### src/hdl/srad_pkg.sv
`timescale 1ns / 1ps
// Shared widths, constants and the sideband struct of the stick deadzone pipeline.
// No dependencies.
package srad_pkg;

   localparam int SW = 16;
   localparam int FB = SW - 1;
   localparam int DW = 2 * SW;
   localparam logic [SW-1:0] ONE_Q = SW'(1) << FB;
   localparam logic [FB-1:0] DZ_RESET = FB'(3277);

   typedef struct packed {
      logic          valid;
      logic          neg_x;
      logic          neg_y;
      logic          live;
      logic [SW-1:0] abs_x;
      logic [SW-1:0] abs_y;
      logic [SW-1:0] m;
      logic [SW-1:0] ax;
      logic [SW-1:0] ay;
      logic          sat_r;
      logic          gt_x;
      logic          gt_y;
      logic          sat_x;
      logic          sat_y;
   } side_type;

endpackage

### src/hdl/srad_div.sv
`timescale 1ns / 1ps
// Pipelined restoring divider, one quotient bit per stage; needs num < den * 2^SW.
// Depends on srad_pkg.
module srad_div (
   input  logic                    clock,
   input  logic                    reset,
   input  logic                    adv,
   input  logic [srad_pkg::DW-1:0] num_i,
   input  logic [srad_pkg::SW-1:0] den_i,
   input  srad_pkg::side_type      side_i,
   output logic [srad_pkg::SW-1:0] quo_o,
   output srad_pkg::side_type      side_o
);
   import srad_pkg::*;

   logic [SW-1:0] rem_ff  [SW];
   logic [SW-1:0] low_ff  [SW];
   logic [SW-1:0] den_ff  [SW];
   side_type      side_ff [SW];
   logic [SW-1:0] rem_in  [SW];
   logic [SW-1:0] low_in  [SW];
   logic [SW-1:0] den_in  [SW];
   side_type      side_in [SW];

   always_comb begin
      logic [SW-1:0] rem_p;
      logic [SW-1:0] low_p;
      logic [SW:0]   acc;
      logic          ge;
      for (int i = 0; i < SW; i++) begin
         if (i == 0) begin
            rem_p      = num_i[DW-1:SW];
            low_p      = num_i[SW-1:0];
            den_in[i]  = den_i;
            side_in[i] = side_i;
         end else begin
            rem_p      = rem_ff[i-1];
            low_p      = low_ff[i-1];
            den_in[i]  = den_ff[i-1];
            side_in[i] = side_ff[i-1];
         end
         acc       = {rem_p, low_p[SW-1]};
         ge        = (acc >= {1'b0, den_in[i]});
         rem_in[i] = ge ? SW'(acc - {1'b0, den_in[i]}) : acc[SW-1:0];
         low_in[i] = {low_p[SW-2:0], ge};
      end
   end

   always_ff @(posedge clock) begin
      for (int i = 0; i < SW; i++) begin
         if (reset) begin
            side_ff[i] <= '0;
         end else if (adv) begin
            side_ff[i] <= side_in[i];
         end
      end
   end

   always_ff @(posedge clock) begin
      if (adv) begin
         rem_ff <= rem_in;
         low_ff <= low_in;
         den_ff <= den_in;
      end
   end

   assign quo_o  = low_ff[SW-1];
   assign side_o = side_ff[SW-1];

endmodule
### config.mk
export PLATFORM = sky130hd
export DESIGN_NAME = srad_div
export DESIGN_NICKNAME = d
export VERILOG_FILES = /design/src/hdl/srad_pkg.sv /design/src/hdl/srad_div.sv
export SDC_FILE = /design/constraint.sdc
export NUM_CORES = 2
export LEC_CHECK = 0
export BUFFER_PORTS_ARGS = -buffer_cell sky130_fd_sc_hd__buf_4
export CORE_UTILIZATION = 62
export DETAILED_ROUTE_END_ITERATION = 10
export MAX_ROUTING_LAYER = met4
export PLACE_DENSITY = 0.84
export SLEW_MARGIN = 5
export SYNTH_ARGS = -nofsm -noshare
export SYNTH_HDL_FRONTEND = slang
export SYNTH_SLANG_ARGS = --single-unit
### constraint.sdc
create_clock -name clock -period 32.6 [get_ports clock]
set_input_delay 9.78 -clock clock [delete_from_list [all_inputs] [get_ports clock]]
set_output_delay 9.78 -clock clock [all_outputs]
set_load 0.02 [all_outputs]
# After elaboration in Yosys (flattened, before gate mapping)

Memory sizes are Yosys's and may differ from the RTL's.
Cells that the tools add are included.

Add/sub/neg operators: 15
$lt $le $gt $ge: 16
Muxes and demuxes: 36
Bitwise operators: 16

Operators with widths:

| operator                                     | count |
|---|---|
| two-way mux 89 bit                           | 16 |
| greater-or-equal comparator 17 x 16 -> 1 bit | 16 |
| two-way mux 16 bit                           | 15 |
| subtractor 16 bit                            | 15 |
| OR 1 bit                                     | 16 |
| two-way mux 1 bit                            | 5 |

Register bits: 736
RAM bits: 1,424
Bits of input ports: 140
Output and inout port bits: 105
Word-level logic and storage cells: 130
Memories kept: 1

Memories:

| memory  | depth | bits a word | read ports | clocked after memory_dff | write ports | RTL line       | source |
|---|---|---|---|---|---|---|---|
| side_ff | 16    | 89          | 16         | 0                        | 16          | srad_div.sv:19 | `side_type side_ff [SW];` |

# Logic depth before layout (Yosys ltp)

Word-level depth: 4
Gate-level depth with buffers: 12
Depth with buffers taken out: 11

# Worst setup path before layout

No wires, ideal clock.

Path type: input to register
Start: input port reset
End: memory side_ff[0][0] (netlist name), enable pin
Setup time: 1.223 ns
Arrival time: 26.658 ns
Data required time: 31.377 ns
Setup slack: 4.719 ns
Cell stages on the path: 1
Buffers on the path: 0
Cells stage by stage: or2_2

RTL lines:

| element            | RTL line       | source |
|---|---|---|
| start: declaration | srad_div.sv:6  | `input logic reset,` |
| end: declaration   | srad_div.sv:19 |  |

==> impl_metrics.toml <==
[global_route]
antenna_found_initial = 4
grt_max_degree = 221
grt_pass1_wl_um = 217400
grt_pass1_vias = 42554
grt_usage_pct = 19.15
grt_remaining_overflow = 0

[sta]
rsz0062_at_grt = "no"
slew_violations = 0
fmax_mhz = 65.00
setup_tns_ns = 0
timing.final.hold_violations = 0
slew-limit-headroom_pct = 19.99
min_period_over_period_pct = 47.19
finalSetupViolCount = 0
finalCriticalPeriod_ns = 15.39
fin_skew_ns = 0.02573
hold_ws_ns = 0.3990
worst_pin_slew_ns = 1.200

[setup_path]
r2r_setup_slack_ns = 28.82
crit_type = "input port to flop"
required_ns = 33.02
rr_endpoint = "rem_ff[119]"
crit_fanout = 220
reg2reg_from = "rem_ff[133]"
ff2ff_path_depth = 9
worstSetupStartpointType = "input port"
cp.arrival_ns = 15.81
end_kind = "flop"

[placed_design]
io_buffers = 244
dp_hpwl_um = 87780
place_area_mm2 = 0.09307
gp_congestion = 0.9247

[pwr]
vdd_ir_drop_max_mv = 0.05519
finalPower_w = 0.007448
p_leak_nw = 39.04
powerDensity_mw_per_mm2 = 74.91

[logic_synthesis]
ys_seq_elements = 2160
ys.flop_type = "edfxtp_1"
synth_nets = 6372
netlist_instances = 5961
synth_area_mm2 = 0.08999
yosys_warnings = 0
syn_avg_cell_area_um2 = 15.10
yosysSeqAreaShare_pct = 72.08
yosysUniqueCellTypes = 76
ys_async_sr_fraction_pct = 0
synth-edff-count = 2160

[run]
cap_viol_max_count = 0

[cells_and_area]
final_core_util_pct = 69.13
multi_input_area_mm2 = 0.02243
drive_above_1_share_pct = 11.69
final_cell_mix = "2,160 x edfxtp_1, 1,429 x and2_1, 321 x inv_1"
fill_cells = 8713
fin_nets = 6559
areaGrowthSynthToFinish_pct = 10.49
finish.instance_area_mm2 = 0.09943
seqCellArea_mm2 = 0.06486
final_common_cell = "edfxtp_1"

[route]
first_iter_violations = 2749
dr.pass1.iters = 9
wl_per_cell_um = 16.65
vias_per_cell = 5.306
drt_wl_total_um = 136900
vias = 43621
ant_nets = 0
drcViolationCount = 56

[clocking]
cts_htree_levels = 4
cts_inserted_buffers = 201
cts_buffer_depth = 3
cts_tree = "done"
clk_pin_slew_worst_paths_ns = 0.06
root_buffer = "clkbuf_16"
clk-insertion-delay-late_ns = 0.82
postCtsSetupBuffers = 0
cts_resized = 0
cts_sinks = 2160
hold_buffers = 0

[floorplanning]
std_cell_rows = 139
core_mm2 = 0.1438
die_w_um = 383.0
initial_core_util_pct = 62.57
die-area_mm2 = 0.1467
die_h_um = 383.0
ios = 245

[min_path]
min_path_type = "flop to flop"
min_to = "low_ff[135]"
hold_start = "low_ff[150]"
holdPathStages = 0

[run_status]
violations = "DRC"
outcome = "complete, but fails checks"
==> registers in the layout, summed over array words and instances (netlist names) <==
name / cells
den_ff: 240
low_ff: 240
quo_o: 16
rem_ff: 240
side_ff: 1424
==> cell usage after synthesis (7+ instances only) <==
cell	instances	area, um2
mux2_2	155	1745
a221o_1	7	70.07
ha_1	256	3203
nand3_1	29	145.1
nor2b_1	45	281.5
edfxtp_1	2160	64860
inv_1	321	1205
a211o_1	12	105.1
buf_4	105	788.3
nand2_1	128	480.5
fa_1	15	300.3
and3_1	19	118.9
nor3_1	29	145.1
o31ai_1	15	112.6
a211oi_1	18	135.1
nor2_1	156	585.6
a21oi_1	189	945.9
o21bai_1	13	97.59
nand2b_1	28	175.2
xor2_1	59	516.8
xnor2_1	103	902.1
a21boi_0	9	67.56
o21a_1	53	397.9
mux2i_1	28	280.3
a21o_1	56	420.4
o21ai_0	148	740.7
nand4_1	30	187.7
and2_1	1429	8940
or3_1	9	56.30
clkbuf_1	181	679.4
a31oi_1	20	125.1
buf_2	8	40.04
o31a_1	18	157.7
o41ai_1	7	61.31
nor3b_1	12	90.09
==> routing by layer <==
metal,track usage [%],routed length (um),vias up
met4,8.170,5006,0
met5,-,0,-
met1,23.73,58330,20719
li1,-,-,21564
met3,2.863,5731,313
met2,31.64,67790,1025
==> worst max-delay path, stage by stage <==
cell,delay (ns)
buf_8,0.42
or2_4,0.75
buf_12,0.75
buf_4,0.97
buf_12,0.71
buf_12,0.86
buf_12,0.75
==> where the power goes <==
| part | switching (W) | internal, W | total [W] |
|---|---|---|---|
| logic | 0.000863 | 0.000749 | 0.00161 |
| registers | 0.000133 | 0.00348 | 0.00362 |
| clock network | 0.000978 | 0.00124 | 0.00222 |
| total | 0.00197 | 0.00547 | 0.00745 |
==> layout make-up <==
type	count	share of cell area [%]
clock inverters	129	1.168
flip-flops and latches	2160	65.23
repair buffers	281	2.212
clock buffers	241	5.210
inverters	321	1.212
multi-input cells	3183	22.56
diodes	3	0.007550
well taps	1903	2.395
==> logic make-up after synthesis <==
family / after synthesis / synth area share (%)
flip-flops: 2160 / 72.08
buffers and inverters: 618 / 3.035
AO/OA/AOI/OAI: 620 / 4.390
multiplexers: 189 / 2.326
XOR/XNOR: 162 / 1.577
AND/OR/NAND/NOR: 1941 / 12.70
adder cells (fa/ha/maj): 271 / 3.893
==> through the flow <==
stage / instances / setup slack (ns)
floorplan: 5961 / 4.719
global placement: 7848 / 16.60
detailed placement: 7848 / 16.50
CTS: 8218 / 17.39
global route: 8220 / 16.90
finish: 8221 / 17.22
==> worst max-delay path by stage <==
stage	from	to	slack (ns)	cells past startpoint
after floorplan	reset	side_ff[0][0]	4.72	1
after global placement	adv	side_ff[1][702]	16.60	7
after detailed placement	adv	side_ff[1][700]	16.50	7
after CTS	adv	side_ff[1][667]	17.39	7
after global routing	adv	side_ff[1][628]	16.90	7
final	adv	side_ff[1][666]	17.22	7
Note: power is estimated with default switching activity, not from simulation.
