$ cat src/hdl/srad_pkg.sv
`timescale 1ns / 1ps
// Shared widths, constants and the sideband struct of the stick deadzone pipeline.
// No dependencies.
package srad_pkg;

   localparam int SW = 16;
   localparam int FB = SW - 1;
   localparam int DW = 2 * SW;
   localparam logic [SW-1:0] ONE_Q = SW'(1) << FB;
   localparam logic [FB-1:0] DZ_RESET = FB'(3277);

   typedef struct packed {
      logic          valid;
      logic          neg_x;
      logic          neg_y;
      logic          live;
      logic [SW-1:0] abs_x;
      logic [SW-1:0] abs_y;
      logic [SW-1:0] m;
      logic [SW-1:0] ax;
      logic [SW-1:0] ay;
      logic          sat_r;
      logic          gt_x;
      logic          gt_y;
      logic          sat_x;
      logic          sat_y;
   } side_type;

endpackage

$ cat src/hdl/srad_sqrt.sv
`timescale 1ns / 1ps
// Pipelined integer square root, one result bit per stage.
// Depends on srad_pkg.
module srad_sqrt (
   input  logic                    clock,
   input  logic                    reset,
   input  logic                    adv,
   input  logic [srad_pkg::DW-1:0] rad_i,
   input  srad_pkg::side_type      side_i,
   output logic [srad_pkg::SW-1:0] root_o,
   output srad_pkg::side_type      side_o
);
   import srad_pkg::*;

   localparam int RW = SW + 3;

   logic [RW-1:0] rem_ff  [SW];
   logic [SW-1:0] root_ff [SW];
   logic [DW-1:0] rad_ff  [SW];
   side_type      side_ff [SW];
   logic [RW-1:0] rem_in  [SW];
   logic [SW-1:0] root_in [SW];
   logic [DW-1:0] rad_in  [SW];
   side_type      side_in [SW];

   always_comb begin
      logic [RW-1:0] rem_p;
      logic [SW-1:0] root_p;
      logic [DW-1:0] rad_p;
      logic [RW-1:0] acc;
      logic [RW-1:0] trial;
      logic          ge;
      for (int i = 0; i < SW; i++) begin
         if (i == 0) begin
            rem_p      = '0;
            root_p     = '0;
            rad_p      = rad_i;
            side_in[i] = side_i;
         end else begin
            rem_p      = rem_ff[i-1];
            root_p     = root_ff[i-1];
            rad_p      = rad_ff[i-1];
            side_in[i] = side_ff[i-1];
         end
         acc        = {rem_p[RW-3:0], rad_p[DW-1:DW-2]};
         trial      = RW'({root_p, 2'b01});
         ge         = (acc >= trial);
         rem_in[i]  = ge ? acc - trial : acc;
         root_in[i] = {root_p[SW-2:0], ge};
         rad_in[i]  = {rad_p[DW-3:0], 2'b00};
      end
   end

   always_ff @(posedge clock) begin
      for (int i = 0; i < SW; i++) begin
         if (reset) begin
            side_ff[i] <= '0;
         end else if (adv) begin
            side_ff[i] <= side_in[i];
         end
      end
   end

   always_ff @(posedge clock) begin
      if (adv) begin
         rem_ff  <= rem_in;
         root_ff <= root_in;
         rad_ff  <= rad_in;
      end
   end

   assign root_o = root_ff[SW-1];
   assign side_o = side_ff[SW-1];

endmodule

$ cat config.mk
export PLATFORM = sky130hd
export DESIGN_NAME = srad_sqrt
export DESIGN_NICKNAME = d
export VERILOG_FILES = /design/src/hdl/srad_pkg.sv /design/src/hdl/srad_sqrt.sv
export SDC_FILE = /design/constraint.sdc
export NUM_CORES = 2
export LEC_CHECK = 0
export ABC_CLOCK_PERIOD_IN_PS = 38700
export BUFFER_PORTS_ARGS = -buffer_cell sky130_fd_sc_hd__buf_2
export CORE_MARGIN = 8
export CORE_UTILIZATION = 50
export CTS_BUF_LIST = sky130_fd_sc_hd__clkbuf_4
export DETAILED_ROUTE_END_ITERATION = 16
export PLACE_DENSITY_LB_ADDON = 0.1
export RECOVER_POWER = 100
export SLEW_MARGIN = 20
export SYNTH_ARGS = -nofsm -noshare
export SYNTH_HDL_FRONTEND = slang
export SYNTH_SLANG_ARGS = --single-unit
$ cat constraint.sdc
create_clock -name clock -period 38.7 [get_ports clock]
set_input_delay 3.87 -clock clock [delete_from_list [all_inputs] [get_ports clock]]
set_output_delay 3.87 -clock clock [all_outputs]
set_load 0.02 [all_outputs]
### Word-level counts from Yosys, hierarchy flattened

Memory sizes are Yosys's and may differ from the RTL's.
Cells that the tools add are included.

| cells by class | value |
|---|---|
| $add $sub $neg | 15 |
| order comparisons | 16 |
| bitwise operators | 16 |
| mux-type cells | 36 |

Operator list:

| cell | count |
|---|---|
| 89-bit 2-to-1 mux | 16 |
| 17-bit 2-to-1 mux | 14 |
| 19-bit by 10-bit >= comparator with 1-bit output | 1 |
| 19-bit by 11-bit >= comparator with 1-bit output | 1 |
| 19-bit by 12-bit >= comparator with 1-bit output | 1 |
| 19-bit by 13-bit >= comparator with 1-bit output | 1 |
| 19-bit by 14-bit >= comparator with 1-bit output | 1 |
| 19-bit by 15-bit >= comparator with 1-bit output | 1 |
| 19-bit by 16-bit >= comparator with 1-bit output | 1 |
| 19-bit by 17-bit >= comparator with 1-bit output | 1 |
| 19-bit by 3-bit >= comparator with 1-bit output | 1 |
| 19-bit by 4-bit >= comparator with 1-bit output | 1 |
| 19-bit by 5-bit >= comparator with 1-bit output | 1 |
| 19-bit by 6-bit >= comparator with 1-bit output | 1 |
| 19-bit by 7-bit >= comparator with 1-bit output | 1 |
| 19-bit by 8-bit >= comparator with 1-bit output | 1 |
| 19-bit by 9-bit >= comparator with 1-bit output | 1 |
| 17-bit by 10-bit subtractor with 17-bit output | 1 |
| 17-bit by 11-bit subtractor with 17-bit output | 1 |
| 17-bit by 12-bit subtractor with 17-bit output | 1 |
| 17-bit by 13-bit subtractor with 17-bit output | 1 |
| 17-bit by 14-bit subtractor with 17-bit output | 1 |
| 17-bit by 15-bit subtractor with 17-bit output | 1 |
| 17-bit by 16-bit subtractor with 17-bit output | 1 |
| other kinds (12) | 31 |

| word-level totals | value |
|---|---|
| input bits | 124 |
| memories | 1 |
| word-level logic and storage cells | 131 |
| output and inout bits | 105 |
| register bits after elaboration | 617 |
| bits in writable memories | 1424 |

Memories:

| name | depth | width | rd ports | clocked after Yosys merged registers in | write ports | line | text |
|---|---|---|---|---|---|---|---|
| side_ff | 16 | 89 | 16 | 0 | 16 | srad_sqrt.sv:20 | `side_type side_ff [SW];` |

### Logic depth before layout (Yosys ltp)

| depth | value |
|---|---|
| word-level depth | 4 |
| mapped depth | 11 |
| gate-level depth less buffers | 9 |

### Worst setup path after synthesis

OpenSTA, ideal clock, no wires.

| path | value |
|---|---|
| kind | input port to flip-flop |
| start point | input reset |
| end point | memory side_ff[0][0] (netlist name) (enable) |
| buffers on the path | 0 |
| library setup time | 1223 ps |
| arrival | 20748 ps |
| required time | 37477 ps |
| setup slack | 16729 ps |
| stages on the path | 1 |
| path through | or2_2 |

RTL lines:

| element | line | text |
|---|---|---|
| from (decl) | srad_sqrt.sv:6 | `input logic reset,` |
| to (decl) | srad_sqrt.sv:20 |  |

==> results.rst <==
.. list-table::
   :header-rows: 1

   * - Metric
     - Value
   * - Cell at the root of the clock tree
     - clkbuf_4
   * - Worst-path maximum fanout
     - 203
   * - Top library cells by usage in the layout, fill and taps aside
     - 2037 x edfxtp_1, 852 x and2_0, 764 x clkbuf_4, 580 x and2_1, 190 x inv_1
   * - Chip Height
     - 420 µm
   * - Die Outline Area
     - 0.177 mm²
   * - Remaining routing DRC violations
     - 0
   * - Crit share post-route
     - 53.5%
   * - Asr flop ratio synth
     - 0%
   * - Multi-input gate area
     - 0.0182 mm²
   * - Post-synthesis cell area
     - 0.0817 mm²
   * - Final count of pins violating max slew
     - 2450
   * - TritonCTS clock tree
     - done
   * - Predominant post-synthesis flop cell
     - edfxtp_1
   * - Layout Skew
     - 0.0643 ns
   * - Largest net degree at the start of global routing
     - 347
   * - Top area cells in the synthesized netlist
     - edfxtp_1 75%, and2_1 11%, ha_1 2.3%
   * - Cell count after placement
     - 7368
   * - Peak VDD IR
     - 0.0296 mV
   * - Detailed-route via count
     - 39100
   * - Min cycle time layout
     - 20.70 ns
   * - RSZ-0062 raised after global routing
     - false
   * - CP Launch Type
     - input pin
   * - Vias in the first global route
     - 39100
   * - Number of maximum-capacitance violations
     - 23
   * - Endpoints failing hold
     - 0
   * - DRC marker count from the first detailed-route iteration
     - 2676
   * - DR pass1 iterations
     - 5
   * - Fill count
     - 13400
   * - Number of antenna violations at the first check in global routing
     - 13
   * - Final TNS setup
     - 0 ns
   * - Worst hold-check path type
     - reg -> reg
   * - Maximum number of buffers from clock root to sink
     - 4
   * - Total routing usage reported by global routing
     - 13.7%
   * - Critical Setup Path Class
     - in -> reg
   * - Gates resized, CTS repair
     - 0
   * - Depth of the most critical reg-to-reg path
     - 8
   * - CP arrival
     - 21.57 ns
   * - Cell type with the largest total area after synthesis
     - edfxtp_1
   * - # hold bufs at CTS
     - 0
   * - Insertion delay of the later-clocked pin in the worst-skew pair
     - 1.28 ns
   * - Placeable core region
     - 0.162 mm²
   * - Leakage Power
     - 0.0344 µW
   * - Net Count, Synth
     - 5504
   * - Outcome
     - complete, but fails checks
   * - Most frequent standard cell in the layout excluding fill and tap cells
     - edfxtp_1
   * - Fmax
     - 48.3 MHz
   * - Wire length of the first global-routing pass
     - 199000 µm
   * - Total congestion overflow
     - 0
   * - TritonCTS Buffers
     - 546
   * - Post-route non-filler standard cell count
     - 8243
   * - Top cell type's share of synthesized area
     - 74.9%
   * - Endpoint class of the critical path
     - flip-flop
   * - Power density of the placed cells
     - 52.7 mW/mm²
   * - Detailed placement HPWL
     - 72500 µm
   * - Number of placement rows
     - 148
   * - Register clock-pin slew on the reported worst setup and hold paths
     - 0.06 ns
   * - Syn Inst Count
     - 5228
   * - Max-slew headroom at the worst pin
     - -590%
   * - IO Count
     - 229
   * - Initial core utilization
     - 50.3%
   * - Total wirelength of the detailed-routed design
     - 123000 µm
   * - Number of enable flip-flop cells after synthesis
     - 2037
   * - Proportion of layout cells with a drive suffix above 1
     - 16.2%
   * - Avg Inst Size Synth
     - 15.6 µm²
   * - Final count of negative-setup-slack endpoints
     - 0
   * - Number of buffers inserted by port buffering
     - 228
   * - Layout net count
     - 6019
   * - Distinct cell type count after synthesis
     - 78
   * - Post-detailed-route count of antenna-violating nets
     - 0
   * - H-tree levels
     - 6
   * - Synthesized flop and latch total
     - 2037
   * - Hold Path Cell Cnt
     - 0
   * - GP Congestion
     - 0.846
   * - Die Span X
     - 420 µm
   * - Post-detailed-route wirelength per cell
     - 14.9 µm
   * - Number of setup buffers added after CTS
     - 0
   * - Number of clock sinks
     - 2037
   * - Sequential cell area fraction in the yosys report
     - 74.9%
   * - Worst Hold Margin
     - 0.388 ns
   * - Critical path data required time
     - 39.57 ns
   * - Violations in the final reports
     - max-capacitance violations, max-slew violations
   * - Worst slew pin tran
     - 10.35 ns
   * - Sequential cell area
     - 0.0612 mm²
   * - Area added between synthesis and finish
     - 10.6%
   * - Post-DR vias/cell
     - 4.74
   * - Total of warnings raised by yosys
     - 0
==> critical path, stage by stage <==
cell and delay (ns):
clkbuf_1 2.42, or2_0 2.38, clkbuf_1 2.16, clkbuf_1 7.36, buf_12 0.25, buf_16 0.48
buf_6 0.71, buf_6 0.69, buf_4 0.70
==> stage by stage <==
step / area [µm²] / worst slack [ns] / total power, µW / utilization [%]
floorplan: 81700 / 16.73 / 3020 / -
global placement: 84300 / 27.99 / 3080 / 51.9
finish: 90300 / 18.00 / 4760 / 55.6
global route: 90300 / 15.38 / 5020 / 55.6
CTS: 90500 / 29.29 / 4850 / 55.8
detailed placement: 84300 / 27.81 / 3090 / 51.9
==> logic make-up (layout without fill, tap and decap cells) <==
group / Yosys count / after routing / synth area share (%)
and+or+nand+nor: 1921 / 1921 / 14.1
other: 1 / 4 / 0.00459
adders and majority gates: 152 / 152 / 2.33
DFF: 2037 / 2037 / 74.9
buffers and inverters: 488 / 1325 / 2.75
muxes: 72 / 72 / 0.978
xor gates and xnor gates: 166 / 166 / 1.78
AOI/OAI and AO/OA: 391 / 391 / 3.12
==> per-layer routing <==
layer / share of wire (%) / track usage, % / up-vias / routed length [µm]
li1: - / - / 20000 / -
met1: 50 / 20.1 / 17900 / 61100
met2: 41 / 18.9 / 967 / 50600
met3: 6.4 / 4.03 / 296 / 7830
met4: 2.8 / 6.29 / 2 / 3440
met5: 0.011 / 0 / - / 13
==> state kept, by name (all words and copies together) (netlist names) <==
register,cells
rad_ff,240
root_o,16
root_ff,120
side_ff,1424
rem_ff,237
==> cell type report <==
class                   count  share of cell area [%]
inverters                 191                   0.794
clock buffers             764                    6.35
flip-flops and latches   2037                    67.7
repair buffers            264                    1.36
multi-input cells        2703                    20.2
well taps                2175                    3.01
clock inverters           106                   0.552
diodes                      3                 0.00831
==> path summary, 6_finish.rpt <==
path / slack [ns] / to / start
setup reg to reg: 34.94 / rem_ff[79]$_DFFE_PP_ / rem_ff[95]$_DFFE_PP_
hold / removal: 0.39 / rad_ff[317]$_DFFE_PP_ / rad_ff[347]$_DFFE_PP_
setup / recovery: 18.00 / side_ff[1][689]$_SDFFCE_PN0P_ / adv
hold reg to reg: 0.39 / rad_ff[317]$_DFFE_PP_ / rad_ff[347]$_DFFE_PP_
==> Yosys cell counts (10+ instances only) <==
master    number
nand2_1       65
mux2i_1       10
xor2_1        67
nor3_1        55
a211oi_1      10
buf_2         12
and2_1      1432
o21a_1        42
mux2_2        62
buf_4        105
nand4_1       20
xnor2_1       99
nor2b_1       23
o211ai_1      13
o31ai_1       18
nand2b_1      25
or3_1         17
a21o_1        33
nor3b_1       10
edfxtp_1    2037
o21ai_0       77
a31oi_1       11
inv_1        189
clkbuf_1     178
nand3_1       46
a21oi_1      108
nor4_1        23
nor2_1       135
or4_1         17
ha_1         152
==> power by group <==
| part | total (µW) | switching, µW | leakage, µW | internal (µW) |
|---|---|---|---|---|
| clock | 1720 | 801 | 0.00377 | 920 |
| combinational | 352 | 209 | 0.00903 | 142 |
| sequential | 2690 | 62.5 | 0.0216 | 2630 |
| total | 4760 | 1070 | 0.0344 | 3690 |
(Power assumes the default switching activity.)
